`src/sv/apmh_pkg.sv`:
```
// Shared types, constants and register codes for the audio peak meter.
package apmh_pkg;

  // Level format: unsigned, 16 fractional bits, 65536 = full scale
  localparam int LVL_W = 17;
  localparam logic [LVL_W-1:0] LVL_FULL = 17'd65536;

  // Envelope fall factor 0.86 in Q0.16
  localparam logic [15:0] ENV_FALL = 16'd56361;
  // Hold time 1.6 s in 1/65536 s
  localparam logic [LVL_W-1:0] HOLD_TIME = 17'd104858;
  // On tick decay, levels below this snap to zero rather than decay
  localparam logic [LVL_W-1:0] SNAP_MIN = 17'd33;

  localparam int SAMPLE_W = 24;
  localparam int CFG_W    = 16;
  localparam int CFG_IDX_W = 2;

  // Front-to-back queue depth
  localparam int QDEPTH = 2;
  localparam int QPTR_W = $clog2(QDEPTH);
  localparam int QCNT_W = $clog2(QDEPTH + 1);

  // Register reset values
  localparam logic [CFG_W-1:0] RST_DISPLAY_GAIN = 16'd4096;
  localparam logic [CFG_W-1:0] RST_TICK_STEP    = 16'd1092;
  localparam logic [CFG_W-1:0] RST_HOLD_DECAY   = 16'd63496;
  localparam logic [CFG_W-1:0] RST_LEVEL_DECAY  = 16'd62834;

  typedef enum logic [CFG_IDX_W-1:0] {
    REG_DISPLAY_GAIN = 2'd0,
    REG_TICK_STEP    = 2'd1,
    REG_HOLD_DECAY   = 2'd2,
    REG_LEVEL_DECAY  = 2'd3
  } cfg_reg_t;

  typedef enum logic {
    CMD_SAMPLE = 1'b0,
    CMD_TICK   = 1'b1
  } cmd_t;

  // Classified item passed from front to back
  typedef struct packed {
    cmd_t             cmd;
    logic [LVL_W-1:0] mag;
    logic             block_end;
  } item_t;

  // Ballistics settings used by the back end
  typedef struct packed {
    logic [CFG_W-1:0] tick_step;
    logic [CFG_W-1:0] hold_decay;
    logic [CFG_W-1:0] level_decay;
  } ballistics_cfg_t;

endpackage

```
`src/sv/apmh_front.sv`:
```
// Front end: takes input beats, scales samples to a clamped magnitude.
module apmh_front (
  input  logic                                 in_command,
  input  logic signed [apmh_pkg::SAMPLE_W-1:0] in_sample,
  input  logic                                 in_block_end,
  input  logic [apmh_pkg::CFG_W-1:0]           display_gain,
  output apmh_pkg::item_t                      item
);

  localparam int PROD_W = apmh_pkg::SAMPLE_W + apmh_pkg::CFG_W;

  logic [apmh_pkg::SAMPLE_W-1:0] mag;
  logic [PROD_W-1:0]             prod;
  logic [PROD_W-20:0]            scaled;

  // Magnitude; the most negative sample wraps to 2^23, which is what we want
  always_comb begin
    if (in_sample[apmh_pkg::SAMPLE_W-1]) begin
      mag = ~in_sample + 1'b1;
    end else begin
      mag = in_sample;
    end
  end

  // Apply display gain (Q4.12), drop 19 bits, saturate at full scale
  assign prod   = PROD_W'(mag) * PROD_W'(display_gain);
  assign scaled = prod[PROD_W-1:19];

  always_comb begin
    item.cmd       = apmh_pkg::cmd_t'(in_command);
    item.block_end = in_block_end;
    if (scaled > (PROD_W-19)'(apmh_pkg::LVL_FULL)) begin
      item.mag = apmh_pkg::LVL_FULL;
    end else begin
      item.mag = scaled[apmh_pkg::LVL_W-1:0];
    end
  end

endmodule

```
`src/sv/apmh_queue.sv`:
```
// Short FIFO between the front and back ends.
module apmh_queue (
  input  logic            clk,
  input  logic            rst_n,
  input  logic            push_valid,
  output logic            push_ready,
  input  apmh_pkg::item_t push_item,
  output logic            pop_valid,
  input  logic            pop_ready,
  output apmh_pkg::item_t pop_item
);

  apmh_pkg::item_t                    mem_r [apmh_pkg::QDEPTH];
  logic [apmh_pkg::QPTR_W-1:0]        wr_ptr_r, wr_ptr_nxt;
  logic [apmh_pkg::QPTR_W-1:0]        rd_ptr_r, rd_ptr_nxt;
  logic [apmh_pkg::QCNT_W-1:0]        count_r, count_nxt;
  logic                               push, pop;

  assign push_ready = (count_r != apmh_pkg::QCNT_W'(apmh_pkg::QDEPTH));
  assign pop_valid  = (count_r != '0);
  assign pop_item   = mem_r[rd_ptr_r];
  assign push       = push_valid && push_ready;
  assign pop        = pop_valid && pop_ready;

  // Pointer wrap
  always_comb begin
    wr_ptr_nxt = wr_ptr_r;
    rd_ptr_nxt = rd_ptr_r;
    if (push) begin
      if (wr_ptr_r == apmh_pkg::QPTR_W'(apmh_pkg::QDEPTH - 1)) begin
        wr_ptr_nxt = '0;
      end else begin
        wr_ptr_nxt = wr_ptr_r + 1'b1;
      end
    end
    if (pop) begin
      if (rd_ptr_r == apmh_pkg::QPTR_W'(apmh_pkg::QDEPTH - 1)) begin
        rd_ptr_nxt = '0;
      end else begin
        rd_ptr_nxt = rd_ptr_r + 1'b1;
      end
    end
    count_nxt = count_r + apmh_pkg::QCNT_W'(push) - apmh_pkg::QCNT_W'(pop);
  end

  always_ff @(posedge clk) begin
    if (!rst_n) begin
      wr_ptr_r <= '0;
      rd_ptr_r <= '0;
      count_r  <= '0;
    end else begin
      wr_ptr_r <= wr_ptr_nxt;
      rd_ptr_r <= rd_ptr_nxt;
      count_r  <= count_nxt;
    end
  end

  // Storage, no reset
  always_ff @(posedge clk) begin
    if (push) begin
      mem_r[wr_ptr_r] <= push_item;
    end
  end

endmodule

```
`src/sv/apmh_back.sv`:
```
// Back end: peak tracking, envelope and hold ballistics, output register.
module apmh_back (
  input  logic                          clk,
  input  logic                          rst_n,
  input  logic                          item_valid,
  output logic                          item_ready,
  input  apmh_pkg::item_t               item,
  input  apmh_pkg::ballistics_cfg_t     cfg,
  output logic                          out_valid,
  input  logic                          out_ready,
  output logic [apmh_pkg::LVL_W-1:0]    out_level,
  output logic [apmh_pkg::LVL_W-1:0]    out_peak_hold
);

  localparam int MUL_W = apmh_pkg::LVL_W + apmh_pkg::CFG_W;

  logic [apmh_pkg::LVL_W-1:0] run_peak_r, run_peak_nxt;
  logic [apmh_pkg::LVL_W-1:0] env_r, env_nxt;
  logic [apmh_pkg::LVL_W-1:0] held_r, held_nxt;
  logic [apmh_pkg::LVL_W-1:0] timer_r, timer_nxt;
  logic                       out_valid_r, out_valid_nxt;
  logic [apmh_pkg::LVL_W-1:0] out_level_r, out_peak_hold_r;

  logic                       pop;
  logic [apmh_pkg::LVL_W-1:0] pk;
  logic [MUL_W-1:0]           env_fall_prod, env_decay_prod, held_decay_prod;

  assign item_ready = !out_valid_r || out_ready;
  assign pop        = item_valid && item_ready;

  // One multiplier per path, each straight off a state register
  assign env_fall_prod   = MUL_W'(env_r) * MUL_W'(apmh_pkg::ENV_FALL);
  assign env_decay_prod  = MUL_W'(env_r) * MUL_W'(cfg.level_decay);
  assign held_decay_prod = MUL_W'(held_r) * MUL_W'(cfg.hold_decay);

  assign pk = (item.mag > run_peak_r) ? item.mag : run_peak_r;

  // State update for one beat
  always_comb begin
    run_peak_nxt = run_peak_r;
    env_nxt      = env_r;
    held_nxt     = held_r;
    timer_nxt    = timer_r;
    if (pop) begin
      case (item.cmd)
        apmh_pkg::CMD_SAMPLE: begin
          run_peak_nxt = pk;
          if (item.block_end) begin
            if (pk >= env_r) begin
              env_nxt = pk;
            end else begin
              env_nxt = env_fall_prod[MUL_W-1:16];
            end
            if (pk >= held_r) begin
              held_nxt  = pk;
              timer_nxt = apmh_pkg::HOLD_TIME;
            end
            run_peak_nxt = '0;
          end
        end
        apmh_pkg::CMD_TICK: begin
          if (timer_r != '0) begin
            if (timer_r > apmh_pkg::LVL_W'(cfg.tick_step)) begin
              timer_nxt = timer_r - apmh_pkg::LVL_W'(cfg.tick_step);
            end else begin
              timer_nxt = '0;
            end
          end else begin
            held_nxt = (held_r < apmh_pkg::SNAP_MIN) ? '0 : held_decay_prod[MUL_W-1:16];
            env_nxt  = (env_r < apmh_pkg::SNAP_MIN) ? '0 : env_decay_prod[MUL_W-1:16];
          end
        end
        default: begin
          run_peak_nxt = run_peak_r;
        end
      endcase
    end
  end

  // Output register valid
  always_comb begin
    out_valid_nxt = out_valid_r;
    if (pop) begin
      out_valid_nxt = 1'b1;
    end else if (out_ready) begin
      out_valid_nxt = 1'b0;
    end
  end

  always_ff @(posedge clk) begin
    if (!rst_n) begin
      run_peak_r  <= '0;
      env_r       <= '0;
      held_r      <= '0;
      timer_r     <= '0;
      out_valid_r <= 1'b0;
    end else begin
      run_peak_r  <= run_peak_nxt;
      env_r       <= env_nxt;
      held_r      <= held_nxt;
      timer_r     <= timer_nxt;
      out_valid_r <= out_valid_nxt;
    end
  end

  // Result payload, no reset
  always_ff @(posedge clk) begin
    if (pop) begin
      out_level_r     <= env_nxt;
      out_peak_hold_r <= held_nxt;
    end
  end

  assign out_valid     = out_valid_r;
  assign out_level     = out_level_r;
  assign out_peak_hold = out_peak_hold_r;

`ifndef SYNTHESIS
  a_env_range: assert property (@(posedge clk) disable iff (!rst_n)
    env_r <= apmh_pkg::LVL_FULL) else $error("envelope above full scale");
  a_held_range: assert property (@(posedge clk) disable iff (!rst_n)
    held_r <= apmh_pkg::LVL_FULL) else $error("held peak above full scale");
  a_timer_range: assert property (@(posedge clk) disable iff (!rst_n)
    timer_r <= apmh_pkg::HOLD_TIME) else $error("hold timer above hold time");
  a_block_clear: assert property (@(posedge clk) disable iff (!rst_n)
    pop && item.cmd == apmh_pkg::CMD_SAMPLE && item.block_end |=> run_peak_r == '0)
    else $error("running peak not cleared at block end");
  a_out_matches_state: assert property (@(posedge clk) disable iff (!rst_n)
    pop |=> out_level_r == env_r && out_peak_hold_r == held_r)
    else $error("result beat does not match updated state");
`endif

endmodule

```
`src/sv/audio_peak_meter_with_hold.sv`:
```
// Audio peak meter with hold: input beats pass through the queue, then the back-end output register.
// Throughput one item per cycle while out_ready is high; the state registers feed their own update.
// A two-entry queue decouples the front from the back; stalls propagate back.
// Reset (rst_n low, synchronous) clears peaks, envelope, hold timer, queue
// and output valid, and loads the register defaults.
module audio_peak_meter_with_hold (
  input  logic                                   clk,
  input  logic                                   rst_n,
  input  logic                                   in_valid,
  output logic                                   in_ready,
  input  logic                                   in_command,
  input  logic signed [apmh_pkg::SAMPLE_W-1:0]   in_sample,
  input  logic                                   in_block_end,
  output logic                                   out_valid,
  input  logic                                   out_ready,
  output logic [apmh_pkg::LVL_W-1:0]             out_level,
  output logic [apmh_pkg::LVL_W-1:0]             out_peak_hold,
  input  logic                                   cfg_valid,
  output logic                                   cfg_ready,
  input  logic [apmh_pkg::CFG_IDX_W-1:0]         cfg_index,
  input  logic [apmh_pkg::CFG_W-1:0]             cfg_data
);

  logic [apmh_pkg::CFG_W-1:0] display_gain_r, tick_step_r, hold_decay_r, level_decay_r;
  apmh_pkg::ballistics_cfg_t  bcfg;
  apmh_pkg::item_t            front_item, back_item;
  logic                       back_valid, back_ready;

  // Register file; writes always taken
  assign cfg_ready = 1'b1;

  always_ff @(posedge clk) begin
    if (!rst_n) begin
      display_gain_r <= apmh_pkg::RST_DISPLAY_GAIN;
      tick_step_r    <= apmh_pkg::RST_TICK_STEP;
      hold_decay_r   <= apmh_pkg::RST_HOLD_DECAY;
      level_decay_r  <= apmh_pkg::RST_LEVEL_DECAY;
    end else if (cfg_valid) begin
      case (apmh_pkg::cfg_reg_t'(cfg_index))
        apmh_pkg::REG_DISPLAY_GAIN: display_gain_r <= cfg_data;
        apmh_pkg::REG_TICK_STEP:    tick_step_r    <= cfg_data;
        apmh_pkg::REG_HOLD_DECAY:   hold_decay_r   <= cfg_data;
        apmh_pkg::REG_LEVEL_DECAY:  level_decay_r  <= cfg_data;
        default: begin
          display_gain_r <= display_gain_r;
        end
      endcase
    end
  end

  assign bcfg.tick_step   = tick_step_r;
  assign bcfg.hold_decay  = hold_decay_r;
  assign bcfg.level_decay = level_decay_r;

  apmh_front u_front (
    .in_command   (in_command),
    .in_sample    (in_sample),
    .in_block_end (in_block_end),
    .display_gain (display_gain_r),
    .item         (front_item)
  );

  apmh_queue u_queue (
    .clk        (clk),
    .rst_n      (rst_n),
    .push_valid (in_valid),
    .push_ready (in_ready),
    .push_item  (front_item),
    .pop_valid  (back_valid),
    .pop_ready  (back_ready),
    .pop_item   (back_item)
  );

  apmh_back u_back (
    .clk           (clk),
    .rst_n         (rst_n),
    .item_valid    (back_valid),
    .item_ready    (back_ready),
    .item          (back_item),
    .cfg           (bcfg),
    .out_valid     (out_valid),
    .out_ready     (out_ready),
    .out_level     (out_level),
    .out_peak_hold (out_peak_hold)
  );

endmodule
```
`config.mk`:
```
export PLATFORM = sky130hd
export DESIGN_NAME = audio_peak_meter_with_hold
export DESIGN_NICKNAME = d
export VERILOG_FILES = /design/src/sv/apmh_pkg.sv /design/src/sv/apmh_front.sv /design/src/sv/apmh_queue.sv /design/src/sv/apmh_back.sv /design/src/sv/audio_peak_meter_with_hold.sv
export SDC_FILE = /design/constraint.sdc
export NUM_CORES = 2
export LEC_CHECK = 0
export ABC_AREA = 1
export BUFFER_PORTS_ARGS = -buffer_cell sky130_fd_sc_hd__buf_2
export CAP_MARGIN = 30
export CORE_MARGIN = 1
export CORE_UTILIZATION = 50
export CTS_CLUSTER_SIZE = 8
export DETAILED_ROUTE_END_ITERATION = 10
export PLACE_DENSITY = 0.66
export SYNTH_ARGS = -nofsm -noshare
export SYNTH_HDL_FRONTEND = slang
export SYNTH_HIERARCHICAL = 1
export SYNTH_SLANG_ARGS = --single-unit
```
`constraint.sdc`:
```
create_clock -name clk -period 10.3 [get_ports clk]
set_input_delay 2.06 -clock clk [delete_from_list [all_inputs] [get_ports clk]]
set_output_delay 2.06 -clock clk [all_outputs]
set_load 0.01 [all_outputs]
```
==> PnR_summary.wiki <==
{| class="wikitable"
! Metric !! Value
|-
| Initial drt markers || 3,262
|-
| Syn nets || 8,074
|-
| Startpoint class of the critical path || input port
|-
| Result of the run || complete, but fails checks
|-
| Instance area at placement || between 0.05 and 0.06 mm^2
|-
| Placeable core area || 0.0970 mm^2
|-
| Sequential share of the synthesized area || 0.100
|-
| DRT antenna net count || 0
|-
| DRC violations left || 10
|-
| First-pass GRT wire length || roughly 230 mm
|-
| Measured slew at the worst slew-check pin || 1.08 ns
|-
| Die span in x || between 300 and 400 um
|-
| Total Wirelength || 145 mm
|-
| Worst Path Required || about 11 ns
|-
| Largest clock skew in the final design || 0.0275 ns
|-
| Crit-path max FO || 16
|-
| Die height || around 320 um
|-
| Yosys top cell by area || fa_1
|-
| Violated checks || design-rule violations
|-
| Cell area after synthesis || just under 0.05 mm^2
|-
| Later-pin clock latency in the skew report || roughly 0.6 ns
|-
| Number of nets in the finished design || around 8,000
|-
| Leading cell types by total area after synthesis || fa_1 (32%), nand2_1 (14%), ha_1 (14%)
|-
| Number of standard cells in the final layout excluding fillers || between 7,000 and 8,000
|-
| Area overhead of the layout relative to synthesis || 5.04%
|-
| Via count || 41,600
|-
| Worst Hold Path Cells || 2
|-
| Leading cell type by number of instances after synthesis || nand2_1
|-
| Via count normalized by instance count || about 5.2
|-
| Max Slew Vio Count || 0
|-
| Class of the tightest hold or removal check || flip-flop to flip-flop
|-
| Port Buf Inserts || between 80 and 90
|-
| Most used DFF post-synth || dfxtp_1
|-
| Share of flip-flops with an asynchronous set or reset || 0
|-
| Final design area excluding fillers || between 0.05 and 0.06 mm^2
|-
| Number of hold violations in the final report || 0
|-
| Placed Instances || between 7,000 and 8,000
|-
| Setup repair after global routing missed its margin || no
|-
| Inserted Clock Buffers || 30
|-
| Hold buffers post-CTS || 0
|-
| Min Clock Period, post-route || 9.37 ns
|-
| H-tree depth || 1
|-
| Logic depth of the worst path, buffers included || between 40 and 50
|-
| Kind of cell adding the most delay to the critical path || adder cells
|-
| Number of placed I/O pins || 86
|-
| Count of standard-cell rows || between 100 and 150
|-
| Number of detailed-route iterations in the first pass || 9
|-
| Number of max-cap violations || 0
|-
| Maximum operating frequency || approximately 0.11 GHz
|-
| Global placement routability congestion || approximately 1.0
|-
| Clock net sink count || 210
|-
| Root Buffer || clkbuf_16
|-
| Number of register bits inferred by synthesis || 210
|-
| Max stage delay on crit path || ~0.52 ns
|-
| Longest Clk Path Bufs || 3
|-
| Number of synthesized flops with an enable pin || ~70
|-
| Worst setup EP type || flip-flop
|-
| Number of instances in the synthesized netlist || around 6,700
|-
| Mean instance size in the synthesized netlist || roughly 7.3 um^2
|-
| Max-slew headroom || 0.278
|-
| Tot GR Track Use || 0.297
|-
| Number of antenna violations at the first check in global routing || 3
|-
| Data arrival time of the critical path || 9.78 ns
|-
| Share of the cycle needed by the critical path after routing || 0.910
|-
| Average wire per cell in the routed design || roughly 18 um
|-
| Number of buffers and inverters on the critical path || 11
|-
| Category of the most critical setup path || input port to flip-flop
|-
| Cell seen most often among critical-path stages || inv_1
|-
| Buffers inserted by post-CTS timing repair || 0
|-
| Number of distinct standard cells referenced by the synthesized netlist || 65
|-
| Worst reg-to-reg path cell count || 26
|-
| Layout cell share with drive strength beyond 1 || 0.0468
|-
| Grt total ovfl || 0
|-
| Die ar. || about 0.099 mm^2
|-
| Post-synth top area share || 0.323
|-
| Synth warn || 6
|-
| Clock-pin slew on the worst setup and hold paths || about 0.050 ns
|-
| Commonest cells in the synthesized netlist || nand2_1 (1,807), inv_1 (1,624), fa_1 (792)
|-
| DP Wirelength || 117 mm
|-
| Vias in the first global route || approximately 42,000
|-
| Resize count post-CTS || 0
|-
| Largest net degree at the start of global routing || 62
|-
| Starting density of the core || 0.506
|-
| TritonCTS clock tree || done
|-
| Setup total negative slack || 0 ns
|-
| Count of endpoints failing setup in the final report || 0
|-
| Slowest-stage cell, CP || fa_1
|}
metal layers:
metal	wire, um	vias up	global-route usage
met5	13	-	0.00142
met4	5030	2	0.0915
met3	10100	262	0.0377
met2	68300	1477	0.504
met1	61500	20100	0.396
li1	-	19800	-
tightest hold or removal path, delay by kind of cell (launching register included):
family | cells | cell delay [ns]
AOI/OAI and AO/OA | 1 | 0.05
and+or+nand+nor | 1 | 0.06
DFF | 1 | 0.30
sequential cells by signal, indices dropped and copies added, names as in the netlist, named ones only:
name and cells:
u_queue/mem_r 38, u_back/env_r 17, u_back/held_r 17, u_back/timer_r 17
u_back/out_level 17, u_queue/wr_ptr_r 1, u_queue/count_r 2, tick_step_r 16
level_decay_r 16, display_gain_r 16, u_back/out_valid 1, u_back/out_peak_hold 17
u_back/run_peak_r 17, hold_decay_r 16, u_queue/rd_ptr_r 1
worst paths after layout:
check                                                     start                              to  slack [ns]
worst min register to register   u_back/timer_r[0]$_SDFFE_PN0P_  u_back/timer_r[0]$_SDFFE_PN0P_        0.47
worst min-delay path             u_back/timer_r[0]$_SDFFE_PN0P_  u_back/timer_r[0]$_SDFFE_PN0P_        0.47
worst max-delay path                               in_sample[1]   u_queue/mem_r[1][1]$_DFFE_PP_        0.93
worst max register to register  display_gain_r[15]$_SDFFE_PN0P_   u_queue/mem_r[1][1]$_DFFE_PP_        3.14
through the flow:
stage / setup WS, ns / utilization / hold slack (ns)
2_1_floorplan: 1.12 / - / 0.427
3_3_place_gp: 0.455 / 0.522 / 0.451
3_5_place_dp: 0.333 / 0.522 / 0.456
4_1_cts: 0.934 / 0.531 / 0.465
5_1_grt: 0.249 / 0.532 / 0.481
6_report: 0.930 / 0.532 / 0.466
cell usage in the layout, fill, tap and decap left out, types with 20 or more instances in the layout:
master,Yosys,final
xor2_1,29,29
nand2_1,1807,1807
fa_1,792,792
nand3b_1,30,30
dfxtp_1,138,138
nand2_2,20,20
nor3_1,36,36
clkbuf_16,0,30
nand4_1,42,42
a21oi_1,249,249
inv_1,1624,1622
nor2_1,530,528
buf_4,13,66
edfxtp_1,72,72
nand3_1,234,234
o21ai_0,106,106
ha_1,534,534
buf_2,39,84
area by class of cell:
type,count,area (um^2)
Multi-Input combinational cell,4602,36900
Clock inverter,2,21.3
Inverter,1655,6210
Clock buffer,46,821
Sequential cell,210,4920
Antenna cell,2,5.00
Timing Repair Buffer,157,1060
Fill cell,9609,45400
Tap cell,1276,1600
cells by family after synthesis:
| kind of cell | count (synthesis) | share of synthesized area |
|---|---|---|
| buffers and inverters | 1887 | 0.148 |
| xor gates and xnor gates | 41 | 0.00747 |
| and+or+nand+nor | 2775 | 0.232 |
| muxes | 19 | 0.00512 |
| adders and majority gates | 1326 | 0.459 |
| AOI/OAI and AO/OA | 440 | 0.0487 |
| other | 1 | 0.0000764 |
| DFF | 210 | 0.100 |
Power is not shown: default switching activity piles up to over one toggle a cycle in this logic, so the estimate is an artifact.
